**src/rtl/tpfs_pkg.sv**
```systemverilog
// Shared types, constants and page-selection helpers for the two-page variable store.
// No dependencies; RTL modules use it by scoped names, bench files import it.
package tpfs_pkg;

    localparam int unsigned NUM_CFG    = 6;
    localparam int unsigned CFG_IDX_W  = 3;
    localparam int unsigned CFG_ADDR_W = 5;
    localparam int unsigned APB_DATA_W = 32;
    localparam int unsigned KEY_W      = 16;
    localparam int unsigned DATA_W     = 16;
    localparam int unsigned WORD_W     = 32;

    localparam logic [WORD_W-1:0] ERASED_WORD = 32'hFFFF_FFFF;
    localparam logic [KEY_W-1:0]  ERASED_KEY  = 16'hFFFF;
    localparam logic [DATA_W-1:0] ERASED_DATA = 16'hFFFF;

    typedef logic [KEY_W-1:0]  key_t;
    typedef logic [DATA_W-1:0] data_t;
    typedef key_t [NUM_CFG-1:0] key_arr_t;

    typedef enum logic [1:0] {
        PG_ERASED    = 2'd0,
        PG_RECEIVING = 2'd1,
        PG_VALID     = 2'd2
    } page_state_t;

    typedef enum logic [1:0] {
        ACT_READ   = 2'd0,
        ACT_WRITE  = 2'd1,
        ACT_FORMAT = 2'd2
    } action_t;

    typedef enum logic [1:0] {
        ST_OK        = 2'd0,
        ST_NOT_FOUND = 2'd1,
        ST_NO_VALID  = 2'd2,
        ST_FULL      = 2'd3
    } status_t;

    typedef struct packed {
        logic none;
        logic pg;
    } page_sel_t;

    // Commands from the controller to the datapath
    typedef struct packed {
        logic                 op_ld;
        logic                 lk_start;
        logic                 lk_page;
        logic                 lk_use_cfg;
        logic [CFG_IDX_W-1:0] kidx;
        logic                 ap_en;
        logic                 ap_page;
        logic                 ap_copy;
        logic [1:0]           clr_fill;
        logic                 out_ld;
        logic                 out_useval;
    } dp_cmd_t;

    // Status from the datapath to the controller
    typedef struct packed {
        logic [1:0] room;
        logic       lk_done;
        logic       lk_found;
        logic       cfg_is_cur;
    } dp_stat_t;

    function automatic page_sel_t read_page(page_state_t p0, page_state_t p1);
        page_sel_t r;
        r = '{none: 1'b1, pg: 1'b0};
        if (p0 == PG_VALID) begin
            r = '{none: 1'b0, pg: 1'b0};
        end else if (p1 == PG_VALID) begin
            r = '{none: 1'b0, pg: 1'b1};
        end
        return r;
    endfunction

    function automatic page_sel_t write_page(page_state_t p0, page_state_t p1);
        page_sel_t r;
        r = '{none: 1'b1, pg: 1'b0};
        if (p1 == PG_VALID) begin
            r = '{none: 1'b0, pg: (p0 == PG_RECEIVING) ? 1'b0 : 1'b1};
        end else if (p0 == PG_VALID) begin
            r = '{none: 1'b0, pg: (p1 == PG_RECEIVING) ? 1'b1 : 1'b0};
        end
        return r;
    endfunction

endpackage

```
**src/rtl/tpfs_regs.sv**
```systemverilog
// APB-style configuration registers holding the keys carried across a page transfer.
// Depends on tpfs_pkg.
module tpfs_regs
(
    input  logic                                  clk,
    input  logic                                  rst_n,
    input  logic                                  psel,
    input  logic                                  penable,
    input  logic                                  pwrite,
    input  logic [tpfs_pkg::CFG_ADDR_W-1:0]       paddr,
    input  logic [tpfs_pkg::APB_DATA_W-1:0]       pwdata,
    output logic [tpfs_pkg::APB_DATA_W-1:0]       prdata,
    output logic                                  pready,
    output tpfs_pkg::key_arr_t                    keys
);

    tpfs_pkg::key_arr_t                 keys_reg;
    logic [tpfs_pkg::CFG_IDX_W-1:0]     idx;
    logic                               idx_ok;
    logic                               wr_en;

    assign idx    = paddr[tpfs_pkg::CFG_ADDR_W-1:2];
    assign idx_ok = (idx < tpfs_pkg::CFG_IDX_W'(tpfs_pkg::NUM_CFG));
    assign wr_en  = psel && penable && pwrite && idx_ok;
    assign pready = 1'b1;
    assign keys   = keys_reg;

    always_comb
    begin
        prdata = '0;
        if (idx_ok)
        begin
            prdata = tpfs_pkg::APB_DATA_W'(keys_reg[idx]);
        end
    end

    always_ff @(posedge clk or negedge rst_n)
    begin
        if (!rst_n)
        begin
            for (int i = 0; i < tpfs_pkg::NUM_CFG; i++)
            begin
                keys_reg[i] <= tpfs_pkg::KEY_W'(i);
            end
        end
        else if (wr_en)
        begin
            keys_reg[idx] <= pwdata[tpfs_pkg::KEY_W-1:0];
        end
    end

endmodule

```
**config.mk**
```make
export PLATFORM = sky130hd
export DESIGN_NAME = tpfs_regs
export DESIGN_NICKNAME = d
export VERILOG_FILES = /design/src/rtl/tpfs_pkg.sv /design/src/rtl/tpfs_regs.sv
export SDC_FILE = /design/constraint.sdc
export NUM_CORES = 1
export LEC_CHECK = 0
export BUFFER_PORTS_ARGS = -buffer_cell sky130_fd_sc_hd__buf_4
export CAP_MARGIN = 20
export CORE_ASPECT_RATIO = 1.25
export CORE_UTILIZATION = 50
export DETAILED_ROUTE_END_ITERATION = 10
export PLACE_DENSITY = 0.81
export RECOVER_POWER = 25
export SYNTH_ARGS = -nofsm -noshare
export SYNTH_HDL_FRONTEND = slang
export SYNTH_SLANG_ARGS = --single-unit
```
**constraint.sdc**
```tcl
create_clock -name clk -period 1.3 [get_ports clk]
set_clock_uncertainty 0.15 [all_clocks]
set_input_delay 0.065 -clock clk [delete_from_list [all_inputs] [get_ports clk]]
set_output_delay 0.065 -clock clk [all_outputs]
set_load 0.01 [all_outputs]
```
==> flow_summary.toml <==
[drt]
post_drt_via_cell_ratio = 5.49
routed-wl-met2_um = 7380
wl_met1_um = 5510
final_antenna_net_count = 0
routed.top_layer = "met4"
wl_per_cell_um = 20.3
drt_wl_total_um = 14100
wl_met3_um = 749
dr_total_vias = 3813
remaining_drc_errors = 0
drtPass1Iterations = 4
drtIter0Drc = 177

[timing]
rsz0062_at_grt = "yes"
post-route-period-util = 1.32
tightest_slew_ns = 0.605
setup_viol = 32
slew_viol_final = 0
final_hold_viol_count = 0
tns_ns = -5.64
max_freq_ghz = 0.581
post-route-min-period_ns = 1.72
fin_ws_ns = -0.420
relSlewSlack = 0.597

[layout]
antennaDiodeCount = 0
area_growth_pct = 52.7
final_net_count = 612
largest_register_ffs = 96
final_cell_mix = "194 x buf_4, 89 x dfrtp_1, 61 x mux2_2"
layout_commonest_cell = "buf_4"
num-fill-cells = 500
drive_gt1_frac = 0.638

[setup_path]
crit_buf_inv = 1
cpPeakStageDelay_ns = 0.55
critPathLaunchType = "register"
worst-path-stages = 4
cpLargestDelayFamily = "flip-flops"
r2r_start = "keys[2]"
endpoint_kind = "output port"
ff2ff_setup_slack_ns = 0.11
r2r_cells = 3
cp_data_arrival_time_ns = 1.51
crit_path_end = "prdata[0]"
critPathKind = "register to output port"
cpMaxStageDelayCell = "dfstp_2"
worstPathRequired_ns = 1.09
worst-path-max-fanout = 2
crit_chain = "mux2i_1, or3_1, o221ai_2, buf_4"
startpoint = "keys[16]"
rr_endpoint = "keys[2]"

[power_and_ir_drop]
clkPwrFrac = 0.175
seqPwrFrac = 0.436
p_leak_nw = 3.51
comb_power_share = 0.388
power_density_nw_per_um2 = 1320
ir_drop_mv = 0.855
p_total_mw = 9.38
p_int_mw = 6.49
switching_power_mw = 2.89
p_sw_frac = 0.308

[floorplan]
start_util = 0.525
ioPinCount = 171
rows = 38
core-area_um2 = 8840
fp.dieW_um = 88.2
dieArea_um2 = 9680
dieHeight_um = 110

[yosys]
yosys_warnings = 0
avgSynthCellArea_um2 = 13.9
yosysTopAreaCell = "dfrtp_1"
ys_seq_area_frac = 0.519
synth_top_area_frac = 0.480
yosys_register_bits = 96
yosys-top-cells-area = "dfrtp_1 48%, mux2_2 18%, mux2i_1 7.8%"
netlist_instances = 334
synth_area_um2 = 4640
ys_types = 30

[cts]
cts_made_buffers = 9
clockBufferDepth = 2
clk_pin_slew_ns = 0.08
clock_latency_ns = 0.36
clock-root-buffer = "clkbuf_8"
cts_tree = "yes"
cts.htree.levels = 3
clock_sinks = 96

[placement]
dp_hpwl_um = 9030
place_congestion = 0.799
port_buffers = 135

[global_routing]
grt_usage = 0.285
grt_pass1_wl_um = 20300
grt_max_degree = 45
grt_pass1_vias = 3796
overflow = 0
antenna_found_initial = 0

[outcome]
status = "finished with violations"
violations = "negative setup slack"

[hold_path]
hp-class = "input pin to register"

[flow_run]
maxCapViolations = 0
-- layer usage --
metal,vias up,track usage
met5,-,0
met4,0,0.115
met3,39,0.0541
met2,153,0.493
met1,1953,0.348
li1,1668,-
-- worst register-to-register path, delay by kind of cell, from the launching register on --
family	cells	cell delay [ns]
flops	1	0.40
buf+inv	2	0.28
mux	1	0.25
-- cells by family after synthesis --
group / share of synthesized area
AND/OR/NAND/NOR: 0.0644
flip-flops: 0.519
multiplexers: 0.320
AO/OA/AOI/OAI: 0.0388
buffers and inverters: 0.0558
other: 0.00162
-- metrics by stage --
step	cells	hold slack [ns]	worst slack (ns)	cell area, µm²	utilization
finish	695	0.163	-0.420	7090	0.802
global route	695	0.159	-0.462	7090	0.802
CTS	684	0.0859	-0.422	6960	0.787
detailed placement	620	-0.221	-0.178	6270	0.709
global placement	620	-0.225	-0.145	6270	0.709
floorplan	349	-0.381	-0.0907	4850	-
-- power by group through the flow --
stage | Combinational (mW) | Sequential [mW] | Clock, mW
CTS | 3.43 | 4.05 | 1.67
floorplan | 1.10 | 4.32 | 0
global placement | 2.84 | 4.12 | 0
finish | 3.64 | 4.09 | 1.64
detailed placement | 2.92 | 4.15 | 0
global route | 3.86 | 4.15 | 1.79
-- final cells by class --
| type | count | area, µm² | share of cell area |
|---|---|---|---|
| Multi-Input combinational cell | 215 | 2280 | 0.321 |
| Sequential cell | 96 | 2410 | 0.340 |
| Tap cell | 120 | 150 | 0.0212 |
| Clock buffer | 15 | 146 | 0.0206 |
| Timing Repair Buffer | 248 | 2100 | 0.296 |
| Clock inverter | 1 | 5.00 | 0.000706 |
-- cells in the mapped netlist --
master,instances
a21oi_1,4
a31oi_1,4
and3_1,1
and3b_1,1
and4b_1,1
buf_2,6
buf_4,23
buf_6,3
clkbuf_1,6
conb_1,2
dfrtp_1,89
dfstp_2,7
mux2_1,27
mux2_2,73
mux2i_1,36
nand2_1,4
nand2_2,1
nand2b_1,2
nand2b_2,1
nand4_2,1
nand4b_2,1
nor2_2,2
nor2_4,1
nor3_4,1
nor3b_1,4
nor3b_4,1
nor4bb_1,4
o211ai_1,4
o221ai_1,12
or3_1,12
-- worst min path at each step --
stage | from | cells after the start | endpoint | slack, ns
floorplan | rst_n | 0 | keys[0] | -0.38
global placement | rst_n | 1 | keys[5] | -0.23
detailed placement | rst_n | 1 | keys[5] | -0.22
CTS | rst_n | 2 | keys[48] | 0.09
global route | paddr[3] | 4 | keys[68] | 0.16
finish | paddr[3] | 4 | keys[77] | 0.16
-- repair_timing --
item	in CTS	in global routing
gates resized for setup	28	25
hold buffers	18	0
buffers inserted	31	16
gates cloned	0	0
hold endpoints to repair	192	0
pin swaps	5	5
setup endpoints to repair	19	30
No activity file was read; power rests on OpenSTA's default activity.
