$ cat src/rtl/tpfs_pkg.sv
// Shared types, constants and page-selection helpers for the two-page variable store.
// No dependencies; RTL modules use it by scoped names, bench files import it.
package tpfs_pkg;

    localparam int unsigned NUM_CFG    = 6;
    localparam int unsigned CFG_IDX_W  = 3;
    localparam int unsigned CFG_ADDR_W = 5;
    localparam int unsigned APB_DATA_W = 32;
    localparam int unsigned KEY_W      = 16;
    localparam int unsigned DATA_W     = 16;
    localparam int unsigned WORD_W     = 32;

    localparam logic [WORD_W-1:0] ERASED_WORD = 32'hFFFF_FFFF;
    localparam logic [KEY_W-1:0]  ERASED_KEY  = 16'hFFFF;
    localparam logic [DATA_W-1:0] ERASED_DATA = 16'hFFFF;

    typedef logic [KEY_W-1:0]  key_t;
    typedef logic [DATA_W-1:0] data_t;
    typedef key_t [NUM_CFG-1:0] key_arr_t;

    typedef enum logic [1:0] {
        PG_ERASED    = 2'd0,
        PG_RECEIVING = 2'd1,
        PG_VALID     = 2'd2
    } page_state_t;

    typedef enum logic [1:0] {
        ACT_READ   = 2'd0,
        ACT_WRITE  = 2'd1,
        ACT_FORMAT = 2'd2
    } action_t;

    typedef enum logic [1:0] {
        ST_OK        = 2'd0,
        ST_NOT_FOUND = 2'd1,
        ST_NO_VALID  = 2'd2,
        ST_FULL      = 2'd3
    } status_t;

    typedef struct packed {
        logic none;
        logic pg;
    } page_sel_t;

    // Commands from the controller to the datapath
    typedef struct packed {
        logic                 op_ld;
        logic                 lk_start;
        logic                 lk_page;
        logic                 lk_use_cfg;
        logic [CFG_IDX_W-1:0] kidx;
        logic                 ap_en;
        logic                 ap_page;
        logic                 ap_copy;
        logic [1:0]           clr_fill;
        logic                 out_ld;
        logic                 out_useval;
    } dp_cmd_t;

    // Status from the datapath to the controller
    typedef struct packed {
        logic [1:0] room;
        logic       lk_done;
        logic       lk_found;
        logic       cfg_is_cur;
    } dp_stat_t;

    function automatic page_sel_t read_page(page_state_t p0, page_state_t p1);
        page_sel_t r;
        r = '{none: 1'b1, pg: 1'b0};
        if (p0 == PG_VALID) begin
            r = '{none: 1'b0, pg: 1'b0};
        end else if (p1 == PG_VALID) begin
            r = '{none: 1'b0, pg: 1'b1};
        end
        return r;
    endfunction

    function automatic page_sel_t write_page(page_state_t p0, page_state_t p1);
        page_sel_t r;
        r = '{none: 1'b1, pg: 1'b0};
        if (p1 == PG_VALID) begin
            r = '{none: 1'b0, pg: (p0 == PG_RECEIVING) ? 1'b0 : 1'b1};
        end else if (p0 == PG_VALID) begin
            r = '{none: 1'b0, pg: (p1 == PG_RECEIVING) ? 1'b1 : 1'b0};
        end
        return r;
    endfunction

endpackage

$ cat src/rtl/tpfs_ctrl.sv
// Controller: sequences read, write, page transfer and format; owns page states.
// Depends on tpfs_pkg.
module tpfs_ctrl
#(
    parameter int unsigned NUM_KEYS = 6
)
(
    input  logic                  clk,
    input  logic                  rst_n,
    input  logic                  in_valid,
    input  logic [1:0]            in_action,
    output logic                  in_ready,
    output logic                  out_valid,
    output logic [1:0]            out_status,
    input  logic                  out_ready,
    output tpfs_pkg::dp_cmd_t     cmd,
    input  tpfs_pkg::dp_stat_t    stat
);

    localparam int unsigned KW = $clog2(NUM_KEYS + 1);

    typedef enum logic [2:0] {
        S_IDLE,
        S_DISPATCH,
        S_RD_WAIT,
        S_XF_FIRST,
        S_XF_KEY,
        S_XF_WAIT,
        S_FIN
    } state_t;

    state_t                  state_reg,      state_next;
    logic [1:0]              action_reg,     action_next;
    tpfs_pkg::page_state_t   pg0_reg,        pg0_next;
    tpfs_pkg::page_state_t   pg1_reg,        pg1_next;
    logic                    oldp_reg,       oldp_next;
    logic [KW-1:0]           k_reg,          k_next;
    tpfs_pkg::status_t       res_st_reg,     res_st_next;
    logic                    res_useval_reg, res_useval_next;
    logic                    out_valid_reg,  out_valid_next;
    tpfs_pkg::status_t       out_status_reg, out_status_next;

    tpfs_pkg::page_sel_t     rp;
    tpfs_pkg::page_sel_t     wp;

    assign rp         = tpfs_pkg::read_page(pg0_reg, pg1_reg);
    assign wp         = tpfs_pkg::write_page(pg0_reg, pg1_reg);
    assign in_ready   = (state_reg == S_IDLE);
    assign out_valid  = out_valid_reg;
    assign out_status = out_status_reg;

    always_comb
    begin
        state_next      = state_reg;
        action_next     = action_reg;
        pg0_next        = pg0_reg;
        pg1_next        = pg1_reg;
        oldp_next       = oldp_reg;
        k_next          = k_reg;
        res_st_next     = res_st_reg;
        res_useval_next = res_useval_reg;
        out_valid_next  = out_valid_reg && !out_ready;
        out_status_next = out_status_reg;
        cmd             = '0;
        cmd.kidx        = tpfs_pkg::CFG_IDX_W'(k_reg);

        unique case (state_reg)
            S_IDLE:
            begin
                if (in_valid)
                begin
                    cmd.op_ld   = 1'b1;
                    action_next = in_action;
                    state_next  = S_DISPATCH;
                end
            end
            S_DISPATCH:
            begin
                res_useval_next = 1'b0;
                state_next      = S_FIN;
                res_st_next     = tpfs_pkg::ST_OK;
                unique case (tpfs_pkg::action_t'(action_reg))
                    tpfs_pkg::ACT_READ:
                    begin
                        if (rp.none)
                        begin
                            res_st_next = tpfs_pkg::ST_NO_VALID;
                        end
                        else
                        begin
                            cmd.lk_start = 1'b1;
                            cmd.lk_page  = rp.pg;
                            state_next   = S_RD_WAIT;
                        end
                    end
                    tpfs_pkg::ACT_WRITE:
                    begin
                        priority if (wp.none || rp.none)
                        begin
                            res_st_next = tpfs_pkg::ST_NO_VALID;
                        end
                        else if (stat.room[wp.pg])
                        begin
                            cmd.ap_en   = 1'b1;
                            cmd.ap_page = wp.pg;
                        end
                        else
                        begin
                            // mark the other page receiving and start the transfer
                            oldp_next = rp.pg;
                            if (rp.pg)
                            begin
                                pg0_next = tpfs_pkg::PG_RECEIVING;
                            end
                            else
                            begin
                                pg1_next = tpfs_pkg::PG_RECEIVING;
                            end
                            state_next = S_XF_FIRST;
                        end
                    end
                    tpfs_pkg::ACT_FORMAT:
                    begin
                        cmd.clr_fill = 2'b11;
                        pg0_next     = tpfs_pkg::PG_VALID;
                        pg1_next     = tpfs_pkg::PG_ERASED;
                    end
                    default:
                    begin
                        res_st_next = tpfs_pkg::ST_OK;
                    end
                endcase
            end
            S_RD_WAIT:
            begin
                if (stat.lk_done)
                begin
                    res_useval_next = 1'b1;
                    res_st_next     = stat.lk_found ? tpfs_pkg::ST_OK : tpfs_pkg::ST_NOT_FOUND;
                    state_next      = S_FIN;
                end
            end
            S_XF_FIRST:
            begin
                priority if (wp.none)
                begin
                    res_st_next = tpfs_pkg::ST_NO_VALID;
                    state_next  = S_FIN;
                end
                else if (stat.room[wp.pg])
                begin
                    cmd.ap_en   = 1'b1;
                    cmd.ap_page = wp.pg;
                    k_next      = '0;
                    state_next  = S_XF_KEY;
                end
                else
                begin
                    res_st_next = tpfs_pkg::ST_FULL;
                    state_next  = S_FIN;
                end
            end
            S_XF_KEY:
            begin
                priority if (k_reg == KW'(NUM_KEYS))
                begin
                    // commit: new page valid, old page erased
                    if (oldp_reg)
                    begin
                        pg0_next = tpfs_pkg::PG_VALID;
                        pg1_next = tpfs_pkg::PG_ERASED;
                    end
                    else
                    begin
                        pg1_next = tpfs_pkg::PG_VALID;
                        pg0_next = tpfs_pkg::PG_ERASED;
                    end
                    cmd.clr_fill[oldp_reg] = 1'b1;
                    res_st_next            = tpfs_pkg::ST_OK;
                    state_next             = S_FIN;
                end
                else if (stat.cfg_is_cur)
                begin
                    k_next = k_reg + KW'(1);
                end
                else
                begin
                    cmd.lk_start   = 1'b1;
                    cmd.lk_page    = oldp_reg;
                    cmd.lk_use_cfg = 1'b1;
                    state_next     = S_XF_WAIT;
                end
            end
            S_XF_WAIT:
            begin
                if (stat.lk_done)
                begin
                    priority if (!stat.lk_found)
                    begin
                        k_next     = k_reg + KW'(1);
                        state_next = S_XF_KEY;
                    end
                    else if (wp.none)
                    begin
                        res_st_next = tpfs_pkg::ST_NO_VALID;
                        state_next  = S_FIN;
                    end
                    else if (stat.room[wp.pg])
                    begin
                        cmd.ap_en   = 1'b1;
                        cmd.ap_page = wp.pg;
                        cmd.ap_copy = 1'b1;
                        k_next      = k_reg + KW'(1);
                        state_next  = S_XF_KEY;
                    end
                    else
                    begin
                        res_st_next = tpfs_pkg::ST_FULL;
                        state_next  = S_FIN;
                    end
                end
            end
            S_FIN:
            begin
                if (!out_valid_reg || out_ready)
                begin
                    cmd.out_ld      = 1'b1;
                    cmd.out_useval  = res_useval_reg;
                    out_valid_next  = 1'b1;
                    out_status_next = res_st_reg;
                    state_next      = S_IDLE;
                end
            end
            default:
            begin
                state_next = S_IDLE;
            end
        endcase
    end

    always_ff @(posedge clk or negedge rst_n)
    begin
        if (!rst_n)
        begin
            state_reg      <= S_IDLE;
            action_reg     <= '0;
            pg0_reg        <= tpfs_pkg::PG_VALID;
            pg1_reg        <= tpfs_pkg::PG_ERASED;
            oldp_reg       <= 1'b0;
            k_reg          <= '0;
            res_st_reg     <= tpfs_pkg::ST_OK;
            res_useval_reg <= 1'b0;
            out_valid_reg  <= 1'b0;
            out_status_reg <= tpfs_pkg::ST_OK;
        end
        else
        begin
            state_reg      <= state_next;
            action_reg     <= action_next;
            pg0_reg        <= pg0_next;
            pg1_reg        <= pg1_next;
            oldp_reg       <= oldp_next;
            k_reg          <= k_next;
            res_st_reg     <= res_st_next;
            res_useval_reg <= res_useval_next;
            out_valid_reg  <= out_valid_next;
            out_status_reg <= out_status_next;
        end
    end

    a_one_valid: assert property (@(posedge clk) disable iff (!rst_n)
        !((pg0_reg == tpfs_pkg::PG_VALID) && (pg1_reg == tpfs_pkg::PG_VALID)))
        else $error("both pages valid");

    a_done_waited: assert property (@(posedge clk) disable iff (!rst_n)
        stat.lk_done |-> ((state_reg == S_RD_WAIT) || (state_reg == S_XF_WAIT)))
        else $error("scan finished outside a wait state");

endmodule

$ cat config.mk
export PLATFORM = sky130hd
export DESIGN_NAME = tpfs_ctrl
export DESIGN_NICKNAME = d
export VERILOG_FILES = /design/src/rtl/tpfs_pkg.sv /design/src/rtl/tpfs_ctrl.sv
export SDC_FILE = /design/constraint.sdc
export NUM_CORES = 1
export LEC_CHECK = 0
export BUFFER_PORTS_ARGS = -buffer_cell sky130_fd_sc_hd__buf_2
export CORE_ASPECT_RATIO = 1.1
export CORE_UTILIZATION = 59
export DETAILED_ROUTE_END_ITERATION = 8
export PLACE_DENSITY = 0.85
export SLEW_MARGIN = 20
export SYNTH_ARGS = -nofsm -noshare
export SYNTH_HDL_FRONTEND = slang
export SYNTH_SLANG_ARGS = --single-unit
export TNS_END_PERCENT = 50
$ cat constraint.sdc
create_clock -name clk -period 5.45 [get_ports clk]
set_input_delay 0.545 -clock clk [delete_from_list [all_inputs] [get_ports clk]]
set_output_delay 0.545 -clock clk [all_outputs]
set_load 0.02 [all_outputs]
==> metrics.sh, run 1 <==
RUN_STATUS='finished, final reports clean'
DIEAREA_UM2=2640
NUMBER_OF_FLOPS_MAPPED_TO_ENABLE_CELLS_BY_YOSYS=0
SLEW_HEADROOM_PCT=61.8
DRIVE_ABOVE_1_SHARE_PCT=26.9
SETUP-VIOLATIONS-FINAL=0
TIMING_MAX_TRANSITION_VIOLATIONS_FINAL=0
FIN_NETS=200
DRTPASS1ITERATIONS=4
PERIOD_NEEDED_PS=2550
CLOCKBUFFERDEPTH=2
MOST_COMMON_LIBRARY_CELL_IN_THE_LAYOUT_IGNORING_FILL_AND_TAPS='sky130_fd_sc_hd__buf_2'
DETAILEDROUTE.FIRSTITERATIONVIOLATIONS=55
CRIT_REQUIRED_PS=4910
DETAILED_PLACE_HPWL_UM=2520
SYNTH.AVG_CELL_AREA_UM2=8.90
FIN_WS_PS=2900
PEAKVDDDROP_uV=358
WIRE_PER_INST_UM=15.2
INITIAL_UTILIZATION_PCT=63.4
HOLD_VIOL_FINAL=0
TRITONCTS.NUM_BUFFERS=3
POST_SYNTHESIS_NET_COUNT=175
SYNTH_SEQ_CELLS=19
TIMING.HOLD.WORST.CLASS='in2async'
YOSYSSEQAREASHARE_PCT=33.1
SYNTH.DISTINCT_CELLS=59
DETAIL_ROUTE.VIAS_PER_CELL=6.02
YS_WARN_COUNT=0
POSTLAYOUTCOREUTIL_PCT=69.6
CTS_SINKS=19
POST_SYNTH_INSTANCE_AREA_UM2=1440
GRT_SETUP_UNREPAIRED='no'
TIMING.CRITICAL_PATH.TO_TYPE='primary output'
TIGHTESTPINTRANSITION_PS=573
REPORTED_MAX_CAP_VIOLATION_COUNT=0
HTREE_LEVELS=1
PLACE_WS_PS=3220
CTS.REPORTEDPATHS.CLKPINSLEW_PS=110
WORST_SETUP_PATH_START_KIND='register'
VIAS=1301
LAYOUT-AREA-OVERHEAD-VS-SYNTH_PCT=9.90
POSTSYNTH.ASYNCRESETSHARE_PCT=100
LAYOUTNONFILLERINSTCOUNT=216
FINALSETUPTNS_PS=0
CTSHOLDBUFFERS=0
CRITICAL_PATH_ARRIVAL_PS=2000
WORST_SKEW_LATE_LATENCY_PS=300
TRITONCTS='done'
CLOCKROOTBUFFER='sky130_fd_sc_hd__clkbuf_4'
PERIOD_SHARE_PCT=46.7
FIN_WORST_SKEW_PS=2.23
CRIT_PATH_MAX_FANOUT=18
CTS_REPAIR_RESIZE_COUNT=0
GLOBALPLACE.CONGESTION=0.870
ANTENNA_FOUND_INITIAL=0
FLOORPLAN.ROWS=18
ANTENNA_CELLS=0
DETAIL_ROUTE.DRC_VIOLATIONS=0
GRT_PASS1_VIAS=1224
GR-USAGE-ALL-LAYERS_PCT=27.1
WORST_HOLD_SLACK_ACROSS_ALL_ENDPOINTS_PS=167
SYNTH_FF_TYPE='sky130_fd_sc_hd__dfrtp_1'
CORE_REGION_AREA_UM2=2270
PORT_BUFFERS=28
IO_PINS=29
DETAIL-ROUTE-ANTENNA-NETS=0
STATIC-LEAKAGE-POWER_nW=0.728
CRITPATHKIND='reg2out'
DPL.CELL_COUNT=212
DIE_H_UM=53.8
GRT_MAX_DEGREE=22
ROUTED_WIRELENGTH_UM=3290
PWR_DENSITY_CELL_nW_PER_UM2=571
DIE_W_UM=49.1
GRT_PASS1_WL_UM=5440
LAYOUT.CELLS.MOST_COMMON_LIST='28 x sky130_fd_sc_hd__buf_2, 18 x sky130_fd_sc_hd__dfrtp_1, 16 x sky130_fd_sc_hd__nand2_1'
GRT.OVERFLOW.TOTAL=0
FMAX_MHz=393
SYNTHCELLS=162
POST_CTS.REPAIR.SETUP_BUFFERS=0
==> metrics by stage <==
stage | cell area, um2 | total power (W)
final | 1580 | 0.000904
after global routing | 1580 | 0.000974
after CTS | 1580 | 0.000903
after detailed placement | 1560 | 0.000826
after global placement | 1560 | 0.000807
after floorplan | 1440 | 0.000723
==> metal layers <==
layer	up-vias	part of all wire, %	global-route usage [%]	wire, um
met5	-	0	0	0
met4	0	1.7	8.82	56
met3	10	6.1	4.80	201
met2	56	49	50.0	1620
met1	598	43	32.0	1420
li1	637	-	-	-
==> synth_stat cells, types with 2 or more instances <==
cell type	n	share of area (%)
sky130_fd_sc_hd__a31oi_1	2	0.87
sky130_fd_sc_hd__inv_1	10	2.6
sky130_fd_sc_hd__a211oi_1	2	1.0
sky130_fd_sc_hd__mux2_2	3	2.3
sky130_fd_sc_hd__nand3_1	4	1.4
sky130_fd_sc_hd__and2_1	4	1.7
sky130_fd_sc_hd__nor2b_1	6	2.6
sky130_fd_sc_hd__o21ai_0	12	4.2
sky130_fd_sc_hd__buf_6	2	1.6
sky130_fd_sc_hd__dfrtp_1	18	31
sky130_fd_sc_hd__nor2_1	8	2.1
sky130_fd_sc_hd__a21oi_1	6	2.1
sky130_fd_sc_hd__a22o_1	3	1.8
sky130_fd_sc_hd__nand2_1	16	4.2
sky130_fd_sc_hd__nand3b_1	3	1.6
sky130_fd_sc_hd__nor3_1	7	2.4
sky130_fd_sc_hd__a32o_1	2	1.4
sky130_fd_sc_hd__o22ai_1	3	1.3
sky130_fd_sc_hd__ha_1	2	1.7
sky130_fd_sc_hd__mux2_1	3	2.3
sky130_fd_sc_hd__o41ai_1	2	1.2
sky130_fd_sc_hd__nand2b_1	5	2.2
sky130_fd_sc_hd__a2bb2oi_1	2	1.2
sky130_fd_sc_hd__o211ai_1	2	1.0
==> logic make-up after synthesis <==
kind of cell               Yosys count  share of synthesized area, %
DFF                                 19                          33.1
muxes                                7                          5.73
adders and majority gates            2                          1.74
AOI/OAI and AO/OA                   49                          26.6
and+or+nand+nor                     64                          24.6
xor gates and xnor gates             2                          1.22
buffers and inverters               19                          7.12
==> path summary, 6_finish.rpt <==
| kind | depth (start not counted) | slack (ps) | start | endpoint |
|---|---|---|---|---|
| max | 6 | 2900 | state_reg[1]$_DFFE_PN0P_ | cmd[5] |
| min | 1 | 170 | rst_n | k_reg[2]$_DFFE_PN0P_ |
| max reg2reg | 5 | 3290 | state_reg[2]$_DFFE_PN0P_ | k_reg[0]$_DFFE_PN0P_ |
| min reg2reg | 2 | 500 | res_useval_reg$_DFFE_PN0P_ | res_useval_reg$_DFFE_PN0P_ |
| max in group asynchronous | 1 | 4950 | rst_n | pg0_reg[1]$_DFFE_PN1P_ |
| min in group clk | 3 | 450 | in_action[0] | action_reg[0]$_DFFE_PN0P_ |
==> area by class of cell <==
cell class | instances | area, um2
well taps | 30 | 37.5
fillers | 196 | 691
inverters | 11 | 41.3
repair buffers | 28 | 140
multi-input cells | 124 | 862
clock buffers | 4 | 26.3
flip-flops and latches | 19 | 477
==> report_power, final <==
part	switching [W]	internal [W]
sequential	0.000118	0.000208
clock	0.0000445	0.0000286
combinational	0.000292	0.000214
total	0.000454	0.000450
==> critical path: stages, from the launching register on <==
cell and delay (ps):
sky130_fd_sc_hd__dfrtp_1 600, sky130_fd_sc_hd__inv_1 230, sky130_fd_sc_hd__nand2_1 140, sky130_fd_sc_hd__o21a_1 210, sky130_fd_sc_hd__nor3_1 190, sky130_fd_sc_hd__and2_1 170
sky130_fd_sc_hd__buf_2 160
No activity file was read; power rests on OpenSTA's default activity.
==> run 2, diff against run 1 <==
--- a/config.mk
+++ b/config.mk
@@ -7,9 +7,9 @@
 export LEC_CHECK = 0
 export BUFFER_PORTS_ARGS = -buffer_cell sky130_fd_sc_hd__buf_2
 export CORE_ASPECT_RATIO = 1.1
-export CORE_UTILIZATION = 59
+export CORE_UTILIZATION = 49
 export DETAILED_ROUTE_END_ITERATION = 8
-export PLACE_DENSITY = 0.85
+export PLACE_DENSITY = 0.75
 export SLEW_MARGIN = 20
 export SYNTH_ARGS = -nofsm -noshare
 export SYNTH_HDL_FRONTEND = slang
==> constraint.sdc (replaced) <==
create_clock -name clk -period 2.2 [get_ports clk]
set_input_delay 0.22 -clock clk [delete_from_list [all_inputs] [get_ports clk]]
set_output_delay 0.22 -clock clk [all_outputs]
set_load 0.02 [all_outputs]
==> run 2 against run 1 <==
Clock skew grew 3.5 ps. Register-to-register slack worse by 3000 ps. Sequential power increased by 130%. Global-route usage shrank 2.1 points. Cell count increased by 5.1%. Via count up 3.7%. Clock power grew to 2.5 times the previous value. Power rose to 2.6 times the previous value. Wire length up 5.5%. Cell area is 5.3% higher. Critical path type unchanged. Critical endpoint unchanged. Highest routed layer unchanged.
==> metrics.sh, run 2 (synthesized netlist as in run 1, its figures left out) <==
ROUTED-WL-MET2_UM=1750  # +8.5%
TRITONCTS='done'
FINALSETUPTNS_PS=0  # unchanged
PWR-SHARE-SEQ_PCT=32.0  # -4.0 points
CTS.REPORTEDPATHS.CLKPINSLEW_PS=110  # about the same
GRT.OVERFLOW.TOTAL=0  # unchanged
CLOCKBUFFERDEPTH=2  # unchanged
TIMING.CRITICAL_PATH.BUF_INV=1  # -1
POWER_SHARE_OF_THE_COMBINATIONAL_GROUP_PCT=60.3  # +4.4 points
REPORTED_MAX_CAP_VIOLATION_COUNT=0  # unchanged
RUN_STATUS='finished, final reports clean'
FIN_NETS=208  # +4.0%
DETAIL-ROUTE-ANTENNA-NETS=0  # unchanged
SETUP.REG_TO_REG.WORST_SLACK_PS=260  # -3030 ps
GRT_PASS1_WL_UM=5710  # +4.9%
DETAIL_ROUTE.VIAS_PER_CELL=5.94  # -1.3%
DRIVE_ABOVE_1_SHARE_PCT=31.4  # +4.6 points
VIAS=1349  # +3.7%
LAYOUT-AREA-OVERHEAD-VS-SYNTH_PCT=15.7
SETUP-VIOLATIONS-FINAL=0  # unchanged
FIN_WS_PS=150  # -2750 ps
TOP_LAYER='met4'
ANTENNA_CELLS=0  # unchanged
TIMING.HOLD.WORST.CLASS='in2reg'
CRITICAL-PATH-MAX-STAGE-DELAY_PS=610  # about the same
LAYOUT.CELLS.MOST_COMMON_LIST='28 x sky130_fd_sc_hd__buf_2, 16 x sky130_fd_sc_hd__nand2_1, 16 x sky130_fd_sc_hd__dfrtp_1'
PLACE_WS_PS=270  # -2950 ps
WORST_HOLD_PATH_STARTPOINT='in_action[0]'
FMAX_MHz=488
INITIAL_UTILIZATION_PCT=51.9  # -11 points
CORE_REGION_AREA_UM2=2780  # +22%
HOLDPATHSTAGES=3
WORST_SKEW_LATE_LATENCY_PS=310  # about the same
R2R_END='k_reg[0]$_DFFE_PN0P_'
TIMING_MAX_TRANSITION_VIOLATIONS_FINAL=0  # unchanged
DETAILEDROUTE.FIRSTITERATIONVIOLATIONS=42  # -24%
CRIT_REQUIRED_PS=1980  # -2930 ps
DRTPASS1ITERATIONS=4  # unchanged
REG2REG_DEPTH=6  # +1
DETAILED_PLACE_HPWL_UM=2670  # +6.0%
TRITONCTS.NUM_BUFFERS=3  # unchanged
MOST_COMMON_LIBRARY_CELL_IN_THE_LAYOUT_IGNORING_FILL_AND_TAPS='sky130_fd_sc_hd__buf_2'
PERIOD_NEEDED_PS=2050
CLOCKROOTBUFFER='sky130_fd_sc_hd__clkbuf_4'
GLOBALPLACE.CONGESTION=0.929  # +6.7%
PERIOD_SHARE_PCT=93.2
WIRE_PER_INST_UM=15.3  # +0.36%
SLEW_HEADROOM_PCT=70.9  # +9.1 points
CRITPATHKIND='reg2out'
SLOWEST_CELL_ON_CRIT_PATH='sky130_fd_sc_hd__dfstp_2'
PWR_DENSITY_CELL_nW_PER_UM2=1420  # +150%
WORST_SETUP_PATH_START_KIND='register'
REPORT.POWER.TOTAL_W=0.00238  # +160%
GRT_SETUP_UNREPAIRED='no'
TIMING.HOLD.WORST_ENDPOINT='action_reg[0]$_DFFE_PN0P_'
GR-USAGE-ALL-LAYERS_PCT=24.9  # -2.1 points
HTREE_LEVELS=1  # unchanged
TIMING.CRITICAL_PATH.TO_TYPE='primary output'
DIEAREA_UM2=3160  # +20%
DETAIL_ROUTE.DRC_VIOLATIONS=0  # unchanged
ORDERED_LIST_OF_CELLS_ON_THE_WORST_PATH='nand2_1, a31oi_4, a21oi_2, nor3_2, and2_1, buf_2'
INTPOWER_W=0.00120  # +170%
TIGHTESTPINTRANSITION_PS=437  # -136 ps
PORT_BUFFERS=28  # unchanged
MET3ROUTEDLENGTH_UM=150  # -25%
DIE_W_UM=53.7  # +9.3%
CRIT_FAMILY='flip-flops'
CRITICAL_PATH_ARRIVAL_PS=1830  # -170 ps
DIE_H_UM=58.9  # +9.4%
WL_MET1_UM=1510  # +6.9%
GRT_PASS1_VIAS=1242  # +1.5%
P_CLK_SHARE_PCT=7.7  # -0.4 points
ROUTED_WIRELENGTH_UM=3470  # +5.5%
FLOORPLAN.ROWS=20  # +2
FIN_WORST_SKEW_PS=5.69  # +3.45 ps
ANTENNA_FOUND_INITIAL=0  # unchanged
CTS_SINKS=19  # unchanged
PEAKVDDDROP_uV=728  # +100%
STATIC-LEAKAGE-POWER_nW=0.768  # +5.5%
SWITCHING_POWER_W=0.00117  # +160%
POWER.SHARE.SWITCHING_PCT=49.4  # -0.83 points
CP_NUM_CELLS=6  # unchanged
WORST_R2R_STARTPOINT='pg1_reg[0]$_DFFE_PN0P_'
IO_PINS=29  # unchanged
HOLD_VIOL_FINAL=0  # unchanged
GRT_MAX_DEGREE=20  # -9.1%
CRIT_PATH_MAX_FANOUT=7  # -11
==> run 2: cell types whose count changed in the layout (fill, tap and decap cells not counted), sizes merged <==
cell,change
dlygate4sd3,+1
clkinv,+1
clkbuf,-1
buf,+7
==> run 2: per-stage QoR <==
step | std cells | utilization, % | instance area, um2 | hold WS (ps)
6_report | 227 | 60.0 | 1670 | 115
5_1_grt | 227 | 60.0 | 1670 | 124
4_1_cts | 225 | 58.9 | 1640 | 124
3_5_place_dp | 220 | 57.6 | 1600 | 182
3_3_place_gp | 220 | 57.6 | 1600 | 180
2_1_floorplan | 162 | - | 1440 | -75.6
==> run 2: metal layers <==
layer	vias to the layer above	track usage, %
li1	653	-
met1	647	33.2
met2	44	40.9
met3	5	2.33
met4	0	9.77
met5	-	0
==> run 2: area by class of cell <==
class	instances	area, um2
fillers	253	1110
multi-input cells	124	876
flip-flops and latches	19	479
repair buffers	36	203
inverters	11	41.3
well taps	33	41.3
clock buffers	3	22.5
clock inverters	1	5.00
==> run 2: how the worst max path moves through the flow <==
stage | slack (ps) | start | to
3_3_place_gp | 270 | state_reg[2]$_DFFE_PN0P_ | k_reg[0]$_DFFE_PN0P_
2_1_floorplan | 140 | pg0_reg[1]$_DFFE_PN1P_ | cmd[5]
3_5_place_dp | 270 | state_reg[2]$_DFFE_PN0P_ | k_reg[0]$_DFFE_PN0P_
4_1_cts | 30 | pg1_reg[1]$_DFFE_PN0P_ | cmd[5]
5_1_grt | 40 | pg0_reg[1]$_DFFE_PN1P_ | cmd[5]
6_report | 150 | pg0_reg[1]$_DFFE_PN1P_ | cmd[5]
==> run 2: timing repair <==
item,4_1_cts,5_1_grt
hold buffers,1,0
endpoints found under the setup margin,0,2
setup buffers,0,2
gates resized for setup,0,4
endpoints found under the hold margin,18,0
==> run 2: power by group through the flow <==
stage	combinational (W)	clock, W	sequential (W)
floorplan	0.00110	0	0.000696
global placement	0.00135	0	0.000742
detailed placement	0.00138	0	0.000759
CTS	0.00139	0.000185	0.000753
global route	0.00158	0.000204	0.000793
finish	0.00143	0.000183	0.000760
==> run 2: worst reg2reg max path, cell delays in order, from the launching register on <==
cell                        delay (ps)
sky130_fd_sc_hd__dfrtp_1           440
sky130_fd_sc_hd__nor2b_1           180
sky130_fd_sc_hd__a22o_1            270
sky130_fd_sc_hd__buf_4             150
sky130_fd_sc_hd__a2111oi_4         370
sky130_fd_sc_hd__nor2_1            110
sky130_fd_sc_hd__mux2_4            310
